[src/rtl/ptsel_pkg.sv]
// ----------------------------------------------------------------------------
// Percentile threshold select package
// Shared types and constants for the percentile threshold select block.
// ----------------------------------------------------------------------------
package ptsel_pkg;

    // Input magnitude width, threshold width and result count width.
    localparam int MAG_IN_W     = 16;
    localparam int THR_W        = 16;
    localparam int VCNT_W       = 11;

    // Percentile register: Q1.16 fraction, the integer bit so that one is representable.
    localparam int FRAC_W       = 17;
    localparam int FRAC_FBITS   = 16;
    localparam logic [FRAC_W-1:0] FRAC_RESET = 17'd58982;

    typedef struct packed {
        logic [MAG_IN_W-1:0] magnitude;
        logic                valid_req;
        logic                last;
    } t_item;

    typedef struct packed {
        logic [THR_W-1:0]  threshold;
        logic [VCNT_W-1:0] valid_count;
        logic              empty_res;
        logic              overflow;
    } t_result;

endpackage

[src/rtl/ptsel_select.sv]
// ----------------------------------------------------------------------------
// Percentile threshold select engine
// Computes the rank k from the percentile and finds the k-th smallest stored
// magnitude one bit at a time, scanning the store once per bit.
// ----------------------------------------------------------------------------
module ptsel_select #(
    parameter int MAX_POINTS = 1024,
    parameter int MAG_BITS   = 16
) (
    input  logic                              i_clk,
    input  logic                              i_rst_n,
    input  logic                              i_go,
    input  logic [$clog2(MAX_POINTS+1)-1:0]   i_count,
    input  logic [ptsel_pkg::FRAC_W-1:0]      i_frac,
    output logic                              o_rd_en,
    output logic [$clog2(MAX_POINTS)-1:0]     o_rd_addr,
    input  logic [MAG_BITS-1:0]               i_rd_data,
    output logic                              o_done,
    output logic [MAG_BITS-1:0]               o_value
);

    import ptsel_pkg::*;

    localparam int CW = $clog2(MAX_POINTS + 1);
    localparam int AW = $clog2(MAX_POINTS);
    localparam int PW = FRAC_W + CW;
    localparam int KW = PW - FRAC_FBITS;

    typedef enum logic [2:0] {
        S_IDLE,
        S_MUL,
        S_KSET,
        S_SCAN,
        S_DECIDE
    } t_state;

    t_state              r_state;
    logic [CW-1:0]       r_n;
    logic [FRAC_W-1:0]   r_frac;
    logic [PW-1:0]       r_prod;
    logic [CW-1:0]       r_k;
    logic [CW-1:0]       r_cnt;
    logic [AW-1:0]       r_addr;
    logic                r_issue;
    logic                r_rd_vld;
    logic                r_rd_last;
    logic [MAG_BITS-1:0] r_prefix;
    logic [MAG_BITS-1:0] r_himask;
    logic [MAG_BITS-1:0] r_bitsel;
    logic                r_done;
    logic [MAG_BITS-1:0] r_value;

    logic [CW-1:0]       w_nm1;
    logic [KW-1:0]       w_kraw;
    logic [CW-1:0]       w_kclamp;
    logic                w_addr_last;
    logic                w_match;
    logic                w_take_one;
    logic [MAG_BITS-1:0] n_prefix;

    always_comb begin
        w_nm1       = r_n - CW'(1);
        w_kraw      = r_prod[PW-1:FRAC_FBITS];
        w_kclamp    = (w_kraw > KW'(w_nm1)) ? w_nm1 : w_kraw[CW-1:0];
        w_addr_last = (CW'(r_addr) == w_nm1);
        // An entry counts when its bits above the current one match the
        // prefix found so far and the current bit is zero.
        w_match     = ((i_rd_data & r_himask) == r_prefix);
        w_take_one  = (r_k >= r_cnt);
        n_prefix    = w_take_one ? (r_prefix | r_bitsel) : r_prefix;
    end

    always_ff @(posedge i_clk) begin
        if (!i_rst_n) begin
            r_state   <= S_IDLE;
            r_issue   <= 1'b0;
            r_rd_vld  <= 1'b0;
            r_rd_last <= 1'b0;
            r_done    <= 1'b0;
        end else begin
            r_done    <= 1'b0;
            r_rd_vld  <= r_issue;
            r_rd_last <= r_issue && w_addr_last;
            unique case (r_state)
                S_IDLE: begin
                    if (i_go) begin
                        r_n     <= i_count;
                        r_frac  <= i_frac;
                        r_state <= S_MUL;
                    end
                end
                S_MUL: begin
                    r_prod  <= PW'(r_frac) * PW'(r_n);
                    r_state <= S_KSET;
                end
                S_KSET: begin
                    r_k      <= w_kclamp;
                    r_cnt    <= '0;
                    r_addr   <= '0;
                    r_issue  <= 1'b1;
                    r_prefix <= '0;
                    r_himask <= {1'b1, {(MAG_BITS-1){1'b0}}};
                    r_bitsel <= {1'b1, {(MAG_BITS-1){1'b0}}};
                    r_state  <= S_SCAN;
                end
                S_SCAN: begin
                    if (r_issue) begin
                        if (w_addr_last) begin
                            r_issue <= 1'b0;
                        end else begin
                            r_addr <= r_addr + AW'(1);
                        end
                    end
                    if (r_rd_vld && w_match) begin
                        r_cnt <= r_cnt + CW'(1);
                    end
                    if (r_rd_last) begin
                        r_state <= S_DECIDE;
                    end
                end
                S_DECIDE: begin
                    r_prefix <= n_prefix;
                    if (w_take_one) begin
                        r_k <= r_k - r_cnt;
                    end
                    if (r_bitsel[0]) begin
                        r_done  <= 1'b1;
                        r_value <= n_prefix;
                        r_state <= S_IDLE;
                    end else begin
                        r_bitsel <= {1'b0, r_bitsel[MAG_BITS-1:1]};
                        r_himask <= {1'b1, r_himask[MAG_BITS-1:1]};
                        r_cnt    <= '0;
                        r_addr   <= '0;
                        r_issue  <= 1'b1;
                        r_state  <= S_SCAN;
                    end
                end
                default: begin
                    r_state <= S_IDLE;
                end
            endcase
        end
    end

    assign o_rd_en   = r_issue;
    assign o_rd_addr = r_addr;
    assign o_done    = r_done;
    assign o_value   = r_value;

endmodule

[config.mk]
export PLATFORM = sky130hd
export DESIGN_NAME = ptsel_select
export DESIGN_NICKNAME = d
export VERILOG_FILES = /design/src/rtl/ptsel_pkg.sv /design/src/rtl/ptsel_select.sv
export SDC_FILE = /design/constraint.sdc
export NUM_CORES = 1
export LEC_CHECK = 0
export BUFFER_PORTS_ARGS = -buffer_cell sky130_fd_sc_hd__buf_2
export CELL_PAD_IN_SITES_DETAIL_PLACEMENT = 1
export CELL_PAD_IN_SITES_GLOBAL_PLACEMENT = 2
export CORE_UTILIZATION = 38
export CTS_BUF_LIST = sky130_fd_sc_hd__clkbuf_8
export CTS_CLUSTER_SIZE = 10
export DETAILED_ROUTE_END_ITERATION = 8
export PLACE_DENSITY_LB_ADDON = 0.1
export SLEW_MARGIN = 25
export SYNTH_ARGS = -nofsm -noshare
export SYNTH_HDL_FRONTEND = slang
export SYNTH_SLANG_ARGS = --single-unit
[constraint.sdc]
create_clock -name i_clk -period 6 [get_ports i_clk]
set_input_delay 0 -clock i_clk [delete_from_list [all_inputs] [get_ports i_clk]]
set_output_delay 0 -clock i_clk [all_outputs]
set_load 0.05 [all_outputs]
Word level (Yosys, flattened, before mapping)
Cells that the tools add are included.
W data, S select, Z words.
{ "totals": {"out_inout_bits": 28, "in_bits": 47, "wordCells": 79, "ff_bits": 159} }
{ "op_classes": {"bitwise_logic": 2, "n_eq_ne": 13, "n_mul": 1, "mux": 25, "order_cmp": 2, "reduce_logical": 16, "add_sub_neg": 4} }
{ "ops": {"columns": ["operator", "n"], "rows": [
  ["$pmux W16 S2", 3],
  ["$mux W16", 3],
  ["$mux W11", 4],
  ["$pmux W11 S3", 1],
  ["$mux W10", 3],
  ["$pmux W10 S3", 1],
  ["$mul A17 B11 Y28", 1],
  ["$pmux W11 S2", 1],
  ["$and A16 B16 Y16", 1],
  ["$eq A16 B16 Y1", 1],
  ["$or A16 B16 Y16", 1],
  ["$pmux W3 S5", 1],
  ["$ne A2 B2 Y1 const B", 7],
  ["$gt A12 B11 Y1", 1],
  ["$reduce_and A3 Y1", 4],
  ["$add A11 B1 Y11 const B", 1],
  ["$eq A10 B11 Y1", 1],
  ["$ge A11 B11 Y1", 1],
  ["$sub A11 B1 Y11 const B", 1],
  ["$sub A11 B11 Y11", 1],
  ["$add A10 B1 Y10 const B", 1],
  ["$reduce_and A2 Y1", 5],
  ["$eq A3 B2 Y1 const B", 2],
  ["$mux W3", 2],
  ["11 further kinds", 15]
]} }

Logic depth before layout (Yosys ltp)
Gate-level depths: netlist of run 1.
{ "depth": {"ltp_word": 5, "ltp_mapped": 21, "depth_no_buf": 19} }

Least setup slack after synthesis of run 1
Ideal clock, no wire load.
{ "synth_timing": {"path_kind": "register -> register", "from": "register r_n[7]", "to": "register r_prod[20], data pin", "slack_ns": 0.419, "stages_incl_launch_ff": 19, "path_buffers": 2, "arrival_time_ns": 5.318, "cell_sequence": "edfxtp_1 > clkbuf_1 > buf_1 > nand2_1 > fa_1 > inv_1 > fa_1 > fa_1 > fa_1 > inv_1 > fa_1 > inv_1 > ha_1 > a21o_1 > a2111oi_0 > o221ai_1 > a221oi_1 > o21bai_1 > xor2_1"} }
{ "synth_via": {"elab_chain_cells": 1} }
{ "synth_lines": {"columns": ["element", "line_no", "source"], "rows": [
  ["start: declaration", "ptsel_select.sv:38", "logic [CW-1:0] r_n;"],
  ["start signal: assignment", "ptsel_select.sv:87", "r_n <= i_count;"],
  ["$mul A17 B11 Y28", "ptsel_select.sv:93", "r_prod <= PW'(r_frac) * PW'(r_n);"],
  ["end signal: assignment", "ptsel_select.sv:93", null],
  ["end: declaration", "ptsel_select.sv:40", "logic [PW-1:0] r_prod;"]
]} }
Every way passes these cells.
A chain may end at the register's enable or synchronous reset.

Worst setup path after layout of run 1
Same ends and word-level chain as after synthesis.

==> flow_metrics.py, run 1 <==
metrics = {
    "run_status": {
        "status": "finished clean",
    },
    "timing": {
        "hold_ws_ns": 0.200,
        "worstMarginPinSlew_ns": 0.899,
        "fin_worst_skew_ns": 0.0159,
        "rsz0062_at_grt": "no",
        "fmax_mhz": 175,
        "finalCritPeriodShare_pct": 95.0,
        "finalSetupTns_ns": 0,
        "hold_violations": 0,
        "setup_viol": 0,
        "final.min_clock_period_ns": 5.70,
        "slew_viol_final": 0,
        "relSlewSlack_pct": 39.8,
    },
    "clocking": {
        "insertion_delay_ns": 0.50,
        "cts-resized-gates": 0,
        "htree_levels": 4,
        "cts_made_buffers": 17,
        "clkTransAtPathRegs_ns": 0.11,
        "clock_sinks": 142,
        "cts_tree": "yes",
        "clock_path_buffers": 2,
        "root_buffer": "clkbuf_8",
    },
    "setup_path": {
        "critPathRequiredTime_ns": 6.26,
        "cp-start-kind": "flop",
        "worstPathMaxFanout": 16,
        "crit_arrival_ns": 5.96,
        "end_kind": "flop",
        "rr_worst_depth": 17,
        "critPathKind": "reg2reg",
    },
    "routing": {
        "vias_per_cell": 4.94,
        "drtAntennaViolNets": 0,
        "drtPass1Iterations": 4,
        "drtIter0Drc": 347,
        "wl_per_cell_um": 18.2,
        "vias": 8939,
        "drc": 0,
        "routed_wl_um": 33000,
    },
    "logic_synthesis": {
        "synth_nets": 1521,
        "syn_area_um2": 12700,
        "ys_seq_elements": 142,
        "synth_top_family_by_area": "adder cells",
        "yosysSeqAreaShare_pct": 33.1,
        "synth_cell_types": 62,
        "yosys.area_share.adder_pct": 29.9,
        "synth-xor-area-share_pct": 4.83,
        "synth_flop_cell": "edfxtp_1",
        "avgSynthCellArea_um2": 10.1,
        "netlist_instances": 1252,
        "synth_edf_count": 135,
        "async_flop_share_pct": 0,
        "yosys_warnings": 0,
        "synthMuxAreaShare_pct": 0.790,
        "synthSimpleGateAreaFrac_pct": 16.6,
        "synth_compound_area_share_pct": 7.59,
    },
    "power": {
        "fin_total_pwr_mw": 4.51,
        "max-vdd-ir-drop_mv": 0.201,
        "power.density_nw_per_um2": 312,
        "p_leak_nw": 6.41,
    },
    "final_layout": {
        "syn2layout_area_growth_pct": 13.8,
        "post_route_cells_drive_above_1_share_pct": 11.7,
        "instances_no_fill": 1811,
        "num-fill-cells": 3692,
        "nNetsFinal": 1625,
        "diodes": 0,
    },
    "floorplan": {
        "die_x_um": 185,
        "core_area_um2": 32700,
        "dieArea_um2": 34100,
        "fp.dieH_um": 185,
        "ios": 75,
        "fp-row-count": 66,
        "start_util_pct": 38.8,
    },
    "place": {
        "gp_congestion": 0.809,
        "dp_hpwl_um": 25600,
        "portBuffers": 74,
        "placedCellCount": 1740,
    },
    "global_routing": {
        "grt_usage_pct": 20.7,
        "grt-ovfl-total": 0,
        "antenna_found_initial": 1,
        "grt_pass1_wl_um": 53100,
        "grt_pass1_vias": 9550,
        "grt_max_degree": 44,
    },
    "hold_path": {
        "hp-class": "in2reg",
        "whs_path_depth": 2,
    },
    "run": {
        "cap_violations": 0,
    },
}
sequential cells by signal (all words and copies together), names as in the netlist, 3 cells and up:
signal	cells
r_himask	15
r_k	11
o_value	16
o_rd_addr	10
r_prod	12
r_n	11
r_bitsel	16
r_frac	17
r_prefix	16
r_state	3
r_cnt	11
critical path, stage by stage, from the launching register on:
cell,delay (ns)
edfxtp_1,0.50
buf_4,0.31
nand2_1,0.10
fa_1,0.49
inv_1,0.06
fa_1,0.55
fa_1,0.44
fa_1,0.50
inv_1,0.06
fa_1,0.53
inv_1,0.04
ha_1,0.34
a21o_1,0.19
a2111oi_0,0.42
o221ai_1,0.25
a221oi_1,0.40
o21bai_1,0.12
xor2_1,0.15
Yosys cell counts, types with 8 or more instances:
cell      number  share of area, %
inv_1        183               5.4
nand2_1      168               5.0
edfxtp_1     135                32
fa_1         134                21
and2_1       110               5.4
ha_1          88               8.7
clkbuf_1      50               1.5
nor2_1        49               1.5
xnor2_1       45               3.1
a21oi_1       32               1.3
o21ai_0       32               1.3
a21o_1        31               1.8
and3_1        23               1.1
xor2_1        23               1.6
nand3_1       18              0.71
mux2i_1       10              0.79
nand4_1        8              0.39
nor2b_1        8              0.39
power by group:
part | switching (mW) | internal (mW)
registers | 0.0599 | 1.21
logic | 1.40 | 1.00
clock network | 0.478 | 0.349
total | 1.94 | 2.57
layout by cell type, fill, tap and decap left out, types with 3 or more instances in the layout:
cell type	instances
o21bai_1	4
a21o_1	31
and3_1	23
inv_8	4
inv_1	183
nand2b_1	3
nor3b_1	3
edfxtp_1	135
nor3_1	5
buf_2	74
a211o_1	6
nor4_1	5
or2_2	4
xnor2_1	45
nor2b_1	8
fa_1	134
mux2i_1	10
ha_1	88
a31oi_1	6
nand2_1	168
dlygate4sd3_1	30
o21ai_0	32
nand3_1	18
xor2_1	23
nand4b_1	4
clkbuf_8	17
o31ai_1	4
o21a_1	4
buf_4	34
o21ai_1	5
nand4_1	8
or3_1	4
nor2_1	47
a21oi_1	32
and2_1	110
inv_6	4
buf_12	4
dfxtp_1	7
logic make-up after synthesis:
logic type,after synthesis
AND/OR/NAND/NOR,421
buffers and inverters,241
adder cells (fa/ha/maj),222
AO/OA/AOI/OAI,147
flip-flops,142
XOR/XNOR,69
multiplexers,10
area by class of cell:
class                           count  area [um2]  share of cell area [%]
Tap cell                          442         553                    3.83
Clock buffer                       17         234                    1.62
Timing Repair Buffer              142        1010                    6.97
Clock inverter                     15         171                    1.19
Inverter                          184         691                    4.79
Multi-Input combinational cell    869        7580                    52.5
Sequential cell                   142        4190                    29.1
what timing repair did:
action | in CTS | in global routing
endpoints found under the hold margin | 35 | 0
hold buffers | 30 | 0
endpoints found under the setup margin | 0 | 4
setup buffers | 0 | 9
path summary, 6_finish.rpt:
kind / to / slack (ns) / startpoint
worst max-delay path: r_prod[20] / 0.30 / r_n[7]
worst max register to register: r_prod[20] / 0.30 / r_n[7]
worst min register to register: r_state[2] / 0.51 / r_rd_last
worst min-delay path: r_n[1] / 0.20 / i_count[1]
per-stage QoR:
stage	utilization, %	setup slack, ns	area, um2
final	44.1	0.302	14400
after global routing	44.1	0.0345	14400
after floorplan	-	0.419	12700
after CTS	43.8	0.125	14300
after global placement	41.6	0.173	13600
after detailed placement	41.6	0.130	13600
metal layers:
metal  track usage [%]  share of wire [%]
met5                 0              0.030
met3              3.42                2.7
met1              27.9                 48
met4              5.65                1.5
met2              34.3                 47
Power figures use the tool's default switching activity.
==> run 2, diff against run 1 <==
Settings changed: PLACE_DENSITY set to 0.83, PLACE_DENSITY_LB_ADDON 0.1 to not set.
==> run 2 against run 1 <==
Core utilization shrank 0.13 points. Sequential power is essentially flat. Die area unchanged. Clock skew increased by 0.0096 ns. Sequential share of layout area up 0.086 points. Largest power group unchanged. Highest routed layer is now met4. Critical path type unchanged. Global-route usage down 0.83 points.
==> flow_metrics.py, run 2 (same netlist as run 1, synthesis figures left out) <==
metrics = {
    "run_status": {
        "status": "finished clean",
    },
    "floorplan": {
        "core_area_um2": 32700,
        "fp-row-count": 66,
        "ios": 75,
        "die_x_um": 185,
        "dieArea_um2": 34100,
        "fp.dieH_um": 185,
        "start_util_pct": 38.8,
    },
    "routing": {
        "drtAntennaViolNets": 0,
        "vias": 8949,
        "vias_per_cell": 4.94,
        "drtIter0Drc": 439,
        "drtPass1Iterations": 5,
        "drc": 0,
        "wl_per_cell_um": 17.5,
        "routed_wl_um": 31600,
    },
    "global_routing": {
        "antenna_found_initial": 0,
        "grt_pass1_vias": 9837,
        "grt_usage_pct": 19.8,
        "grt_max_degree": 45,
        "grt-ovfl-total": 0,
        "grt_pass1_wl_um": 51600,
    },
    "timing": {
        "finalSetupTns_ns": 0,
        "fmax_mhz": 178,
        "setup_viol": 0,
        "finalCritPeriodShare_pct": 93.9,
        "slew_viol_final": 0,
        "hold_violations": 0,
        "final.min_clock_period_ns": 5.63,
        "worstMarginPinSlew_ns": 1.00,
        "rsz0062_at_grt": "no",
        "relSlewSlack_pct": 33.0,
        "fin_worst_skew_ns": 0.0255,
    },
    "setup_path": {
        "critPathRequiredTime_ns": 6.25,
        "end_kind": "flop",
        "crit_arrival_ns": 5.88,
        "critPathCapture": "r_prod[20]",
        "reg2reg_slack_ns": 0.37,
        "cp-start-kind": "flop",
        "rr_worst_depth": 16,
        "r2r-end": "r_prod[20]",
        "critPathLaunch": "r_frac[4]",
        "critPathKind": "reg2reg",
        "r2r_start": "r_frac[4]",
        "worstPathMaxFanout": 11,
    },
    "place": {
        "gp_congestion": 0.851,
        "dp_hpwl_um": 24900,
        "portBuffers": 74,
    },
    "final_layout": {
        "regMostFlops": "r_frac",
        "post_route_cells_drive_above_1_share_pct": 11.9,
        "syn2layout_area_growth_pct": 13.5,
        "mostFrequentLayoutCells": "183 x inv_1, 168 x nand2_1, 135 x edfxtp_1",
        "finish.utilization_pct": 44.0,
        "diodes": 0,
        "nNetsFinal": 1626,
        "largest_reg_flops": 17,
        "final_common_cell": "inv_1",
    },
    "hold_path": {
        "hp-class": "in2reg",
    },
    "power": {
        "power.density_nw_per_um2": 314,
        "max-vdd-ir-drop_mv": 0.266,
        "p_leak_nw": 6.40,
    },
    "clocking": {
        "clock_path_buffers": 2,
        "root_buffer": "clkbuf_8",
        "cts_tree": "yes",
        "clkTransAtPathRegs_ns": 0.12,
        "insertion_delay_ns": 0.51,
        "htree_levels": 4,
        "cts_made_buffers": 17,
        "clock_sinks": 142,
    },
    "run": {
        "cap_violations": 0,
    },
}
[run 2: cell types whose count changed in the layout (fill, tap and decap cells not counted), sizes merged]
cell,change
clkinv,+3
buf,+1
bufinv,-1
clkinvlp,-1
inv,-1
[run 2: power breakdown]
group	internal (mW)	total, mW	switching, mW
Sequential	1.21	1.28	0.0626
Clock	0.309	0.791	0.481
Combinational	1.04	2.45	1.41
Total	2.56	4.52	1.95
[run 2: layer usage]
| layer | vias up | global-route usage, % | wire [um] |
|---|---|---|---|
| met4 | 0 | 6.18 | 580 |
| met1 | 4503 | 25.6 | 14600 |
| li1 | 4288 | - | - |
| met2 | 123 | 34.2 | 15700 |
| met5 | - | 0 | 0 |
| met3 | 35 | 2.87 | 796 |
[run 2: area by class of cell]
class	instances	area [um2]
fillers	3681	18300
clock buffers	17	234
inverters	184	691
well taps	442	553
repair buffers	143	963
flip-flops and latches	142	4190
clock inverters	15	153
multi-input cells	869	7600
[run 2: worst min path at each step]
stage,startpoint,endpoint,cells past startpoint
after floorplan,i_frac[0],r_frac[0],0
after global placement,i_frac[7],r_frac[7],1
after detailed placement,i_frac[5],r_frac[5],1
after CTS,i_frac[7],r_frac[7],2
after global routing,i_frac[5],r_frac[5],2
final,i_frac[5],r_frac[5],2
[run 2: critical path, cell delays in order, from the launching register on]
cell and delay [ns]:
edfxtp_1 0.65, nand2_1 0.16, fa_1 0.55, inv_1 0.05, fa_1 0.51, fa_1 0.52
fa_1 0.54, inv_1 0.05, fa_1 0.53, inv_1 0.04, ha_1 0.33, a21o_1 0.21
a2111oi_1 0.40, o221ai_1 0.26, a221oi_2 0.31, o21bai_1 0.10, xor2_1 0.15
[run 2: per-stage QoR]
stage	instance area, um2	setup WS (ns)	total power, mW	hold slack [ns]	instances
after floorplan	12700	0.419	3.07	0.0989	1252
after CTS	14300	0.0526	4.54	0.144	1802
after detailed placement	13600	0.0901	3.70	0.178	1740
final	14400	0.368	4.52	0.186	1812
after global routing	14400	0.0488	4.93	0.167	1812
after global placement	13600	0.189	3.65	0.177	1740
[run 2: what timing repair did]
item / CTS / global route
buffers inserted: 0 / 10
hold endpoints to repair: 34 / 0
gates resized for setup: 0 / 3
setup endpoints to repair: 0 / 6
hold buffers: 30 / 0
